File: src/rtl/core/lz4bd_pkg.sv
// Shared types and constants for the LZ4 block decompressor.
package lz4bd_pkg;

  localparam int HistAw = 16;
  localparam int LenW   = 23;
  localparam int CntW   = 24;

  // configuration register indexes
  localparam logic REG_MAX_BLOCK_CODE = 1'b0;
  localparam logic REG_INDEPENDENT    = 1'b1;

  // error codes
  localparam logic [3:0] ERR_NONE      = 4'd0;
  localparam logic [3:0] ERR_EMPTY     = 4'd1;
  localparam logic [3:0] ERR_SHORT_TOK = 4'd2;
  localparam logic [3:0] ERR_OUT_OVF   = 4'd3;
  localparam logic [3:0] ERR_LIT_OVR   = 4'd4;
  localparam logic [3:0] ERR_BAD_FINAL = 4'd5;
  localparam logic [3:0] ERR_ZERO_DIST = 4'd6;
  localparam logic [3:0] ERR_FAR_DIST  = 4'd7;
  localparam logic [3:0] ERR_NO_FINAL  = 4'd8;
  localparam logic [3:0] ERR_TOO_BIG   = 4'd9;

  typedef enum logic [3:0] {
    PH_IDLE, PH_STORED, PH_SHORT_TOK, PH_TOKEN, PH_LITLEN, PH_LIT,
    PH_FINAL_LIT, PH_DIST0, PH_DIST1, PH_MLEN, PH_MATCH, PH_HALT
  } phase_t;

  typedef enum logic [1:0] {
    K_START = 2'd0,
    K_BYTE  = 2'd1,
    K_DRAIN = 2'd2,
    K_NONE  = 2'd3
  } kind_t;

  typedef struct packed {
    kind_t           kind;
    logic [7:0]      data_byte;
    logic [LenW-1:0] block_length;
    logic            stored_block;
  } item_t;

  // head of the front queue as seen by the back end
  typedef struct packed {
    logic  vld;
    item_t item;
  } q_head_t;

endpackage

File: src/rtl/core/lz4bd_front.sv
// Front end: accepts input beats, classifies them and queues them.
module lz4bd_front
  import lz4bd_pkg::*;
(
  input  logic        clk,
  input  logic        rst_n,
  input  logic        in_tvalid,
  output logic        in_tready,
  input  logic [31:0] in_tdata,   // data_byte, block_length, stored_block
  input  logic [1:0]  in_tuser,   // action
  output q_head_t     head,
  input  logic        pop
);

  item_t      q_r [2];
  logic       wr_ptr_r, wr_ptr_nxt;
  logic       rd_ptr_r, rd_ptr_nxt;
  logic [1:0] cnt_r, cnt_nxt;
  logic       push;
  item_t      cls;

  assign in_tready = (cnt_r != 2'd2);
  assign push      = in_tvalid && in_tready;

  // classify the beat
  always_comb begin
    cls.kind         = kind_t'(in_tuser);
    cls.data_byte    = in_tdata[7:0];
    cls.block_length = in_tdata[30:8];
    cls.stored_block = in_tdata[31];
  end

  assign head.vld  = (cnt_r != 2'd0);
  assign head.item = q_r[rd_ptr_r];

  // pointers and fill count
  always_comb begin
    wr_ptr_nxt = push ? ~wr_ptr_r : wr_ptr_r;
    rd_ptr_nxt = pop ? ~rd_ptr_r : rd_ptr_r;
    cnt_nxt    = cnt_r + {1'b0, push} - {1'b0, pop};
  end

  always_ff @(posedge clk) begin
    if (!rst_n) begin
      wr_ptr_r <= 1'b0;
      rd_ptr_r <= 1'b0;
      cnt_r    <= 2'd0;
    end else begin
      wr_ptr_r <= wr_ptr_nxt;
      rd_ptr_r <= rd_ptr_nxt;
      cnt_r    <= cnt_nxt;
    end
  end

  always_ff @(posedge clk) begin
    if (push) q_r[wr_ptr_r] <= cls;
  end

endmodule

File: config.mk
export PLATFORM = sky130hd
export DESIGN_NAME = lz4bd_front
export DESIGN_NICKNAME = d
export VERILOG_FILES = /design/src/rtl/core/lz4bd_pkg.sv /design/src/rtl/core/lz4bd_front.sv
export SDC_FILE = /design/constraint.sdc
export NUM_CORES = 1
export LEC_CHECK = 0
export BUFFER_PORTS_ARGS = -buffer_cell sky130_fd_sc_hd__buf_2
export CORE_MARGIN = 3
export CORE_UTILIZATION = 30
export DETAILED_ROUTE_END_ITERATION = 6
export PLACE_DENSITY = 0.56
export SYNTH_ARGS = -nofsm -noshare
export SYNTH_HDL_FRONTEND = slang
export SYNTH_SLANG_ARGS = --single-unit
File: constraint.sdc
create_clock -name clk -period 2.5 [get_ports clk]
set_input_delay 0.5 -clock clk [delete_from_list [all_inputs] [get_ports clk]]
set_output_delay 0.5 -clock clk [all_outputs]
set_load 0.01 [all_outputs]
==> flow_metrics.env <==
export IMPL_yosys_warnings=0
export IMPL_post_route_util_pct=39.16
export IMPL_hold_class="input pin to register"
export IMPL_rsz0062_at_grt="false"
export IMPL_endpoint_kind="output pin"
export IMPL_async_flop_share_pct=0
export IMPL_ys_types=23
export IMPL_cp_start_kind="register"
export IMPL_numPortBuffers=73
export IMPL_synth_seq_cells=73
export IMPL_cts_htree_levels=3
export IMPL_peakVddDrop_mv=0.2714
export IMPL_overflow=0
export IMPL_fmax_mhz=477.9
export IMPL_r2r_cells=4
export IMPL_grt_use_total_pct=10.26
export IMPL_r2r_start="cnt_r[0]"
export IMPL_ys_flop_type="edfxtp_1"
export IMPL_drive_gt1_share_pct=59.19
export IMPL_min_delay_start="in_tdata[25]"
export IMPL_combPwrFrac_pct=13.8
export IMPL_grt_use_met2_pct=16.15
export IMPL_whs_endpoint="q_r[1][18]"
export IMPL_grt_pass1_vias=1554
export IMPL_whs_path_depth=1
export IMPL_slew_violations=0
export IMPL_internal_power_uw=2101
export IMPL_cts_sinks=73
export IMPL_arrival_ns=1.59
export IMPL_post_cts_buffers=0
export IMPL_pin_count=74
export IMPL_multi_input_area_um2=543.0
export IMPL_slowest_stage="dfxtp_2"
export IMPL_dr_first_iter_drc_count=36
export IMPL_post_cts_resized=0
export IMPL_synth_fp_nets=173
export IMPL_layout_min_cycle_time_ns=2.093
export IMPL_slew_headroom_pct=67.50
export IMPL_path_clk_slew_ns=0.08
export IMPL_skew_ns=0.01258
export IMPL_status="completed"
export IMPL_start_util_pct=31.15
export IMPL_critical_path_cell_chain="buf_12 > mux2_2 > buf_2"
export IMPL_hold_violations=0
export IMPL_grt_first_pass_wirelength_um=7810
export IMPL_routed_wl_um=4996
export IMPL_antenna_left=0
export IMPL_fp_dieW_um=101.4
export IMPL_root_buffer="clkbuf_8"
export IMPL_syn_inst=134
export IMPL_final_common_cell="buf_2"
export IMPL_required_ns=2.00
export IMPL_reg2reg_to="q_r[0][2]"
export IMPL_num_antenna_cells=0
export IMPL_routabilityCongestion=0.6619
export IMPL_numCtsBuffers=9
export IMPL_clockBufferDepth=2
export IMPL_drv_cap=0
export IMPL_busiest_layer="met2"
export IMPL_pwr_share_seq_pct=54.0
export IMPL_synth_edf_count=68
export IMPL_drc=0
export IMPL_die_y_um=101.4
export IMPL_globalRouteMet1Util_pct=12.20
export IMPL_cp_slowest_stage_delay_ns=0.51
export IMPL_fin_crit_sh_pct=83.70
export IMPL_areaGrowthSynthToFinish_pct=25.71
export IMPL_antenna_found_initial=0
export IMPL_powerDensity_nw_per_um2=805.7
export IMPL_grt_max_degree=35
export IMPL_cts_tree="built"
export IMPL_swShare_pct=24.02
export IMPL_clockPowerShare_pct=32.2
export IMPL_vias=1452
export IMPL_firstDrtPassIters=4
export IMPL_nNetsFinal=257
export IMPL_met3_usage_pct=4.063
export IMPL_leakage_uw=0.001300
export IMPL_rows=34
export IMPL_whs_ns=0.3437
export IMPL_r2r_setup_slack_ns=0.79
export IMPL_core_um2=8763
export IMPL_die_area_um2=10280
export IMPL_syn_area_per_cell_um2=20.37
export IMPL_final_cell_mix="buf_2, edfxtp_1, mux2_2"
export IMPL_fill_cells=809
export IMPL_worstSetupPathType="register to output pin"
export IMPL_clock_latency_ns=0.34
export IMPL_cts_hold_buf=0
export IMPL_vias_per_cell=4.387
export IMPL_regArea_um2=2143
export IMPL_yosysSeqAreaShare_pct=78.46
export IMPL_power_switching_uw=664.1
export IMPL_finalSetupViolCount=0
export IMPL_worst_path_max_fanout=24
export IMPL_post_dp_hpwl_um=3327
export IMPL_setup_tns_ns=0
export IMPL_avgRoutedWirePerCell_um=15.09
export IMPL_syn_area_um2=2730
export IMPL_tightest_slew_ns=0.4876
==> final cells by class <==
type / instances / share of cell area (%)
multi-input combinational: 55 / 15.82
inverter: 2 / 0.2187
timing repair buffer: 77 / 11.88
clock buffer: 9 / 3.609
tap: 108 / 3.937
clock inverter: 7 / 2.078
sequential: 73 / 62.45
==> kinds of logic after synthesis <==
group / synth area share (%)
AND/OR/NAND/NOR: 2.704
buffers and inverters: 1.696
flip-flops: 78.46
adder cells (fa/ha/maj): 0.4582
XOR/XNOR: 0.6417
multiplexers: 14.39
AO/OA/AOI/OAI: 1.650
==> critical path: cells and delay by family (launching register included) <==
kind / cells / cell delay, ns
muxes: 1 / 0.37
buffers and inverters: 2 / 0.37
DFF: 1 / 0.51
==> synthesized netlist by cell type (all sizes together), types with 2 or more instances <==
| master | instances | area (um^2) |
|---|---|---|
| a21boi | 2 | 18.77 |
| and2 | 3 | 18.77 |
| buf | 4 | 38.78 |
| dfxtp | 5 | 100.1 |
| edfxtp | 68 | 2042 |
| inv | 2 | 7.510 |
| mux2 | 34 | 382.9 |
| nand2 | 2 | 7.510 |
| nand3b | 2 | 15.01 |
==> sequential cells by signal, summed over array words and instances (netlist names), named ones only <==
register  flops
rd_ptr_r      1
wr_ptr_r      1
cnt_r         2
q_r          68
==> stage by stage <==
step           setup slack (ns)  total power, uW  cells  area [um^2]
3_5_place_dp             0.6590             1913    315         3237
2_1_floorplan            0.6044             1741    134         2730
5_1_grt                  0.3062             2908    331         3432
3_3_place_gp             0.6979             1904    315         3237
6_report                 0.4074             2765    331         3432
4_1_cts                  0.3417             2819    331         3432
==> worst max-delay path by stage <==
stage	from	endpoint	slack, ns	cells after the start
global route	register	head[14]	0.31	3
CTS	register	head[30]	0.34	3
detailed placement	in_tvalid	q_r[0][16]	0.66	4
floorplan	cnt_r[0]	q_r[1][0]	0.60	2
finish	register	head[30]	0.41	3
global placement	in_tvalid	q_r[0][13]	0.70	4
==> layer usage <==
metal  share of wire (%)  up-vias
li1                    -      690
met1                  43      704
met2                  48       51
met3                 7.6        7
met4                 1.3        0
met5                   0        -
==> power by group through the flow <==
| stage | clock network [uW] | registers, uW | logic [uW] |
|---|---|---|---|
| after floorplan | 0 | 1510 | 234 |
| after global placement | 0 | 1520 | 387 |
| after detailed placement | 0 | 1520 | 391 |
| after CTS | 930 | 1490 | 394 |
| after global routing | 981 | 1500 | 422 |
| final | 891 | 1490 | 382 |
(Power assumes the default switching activity.)
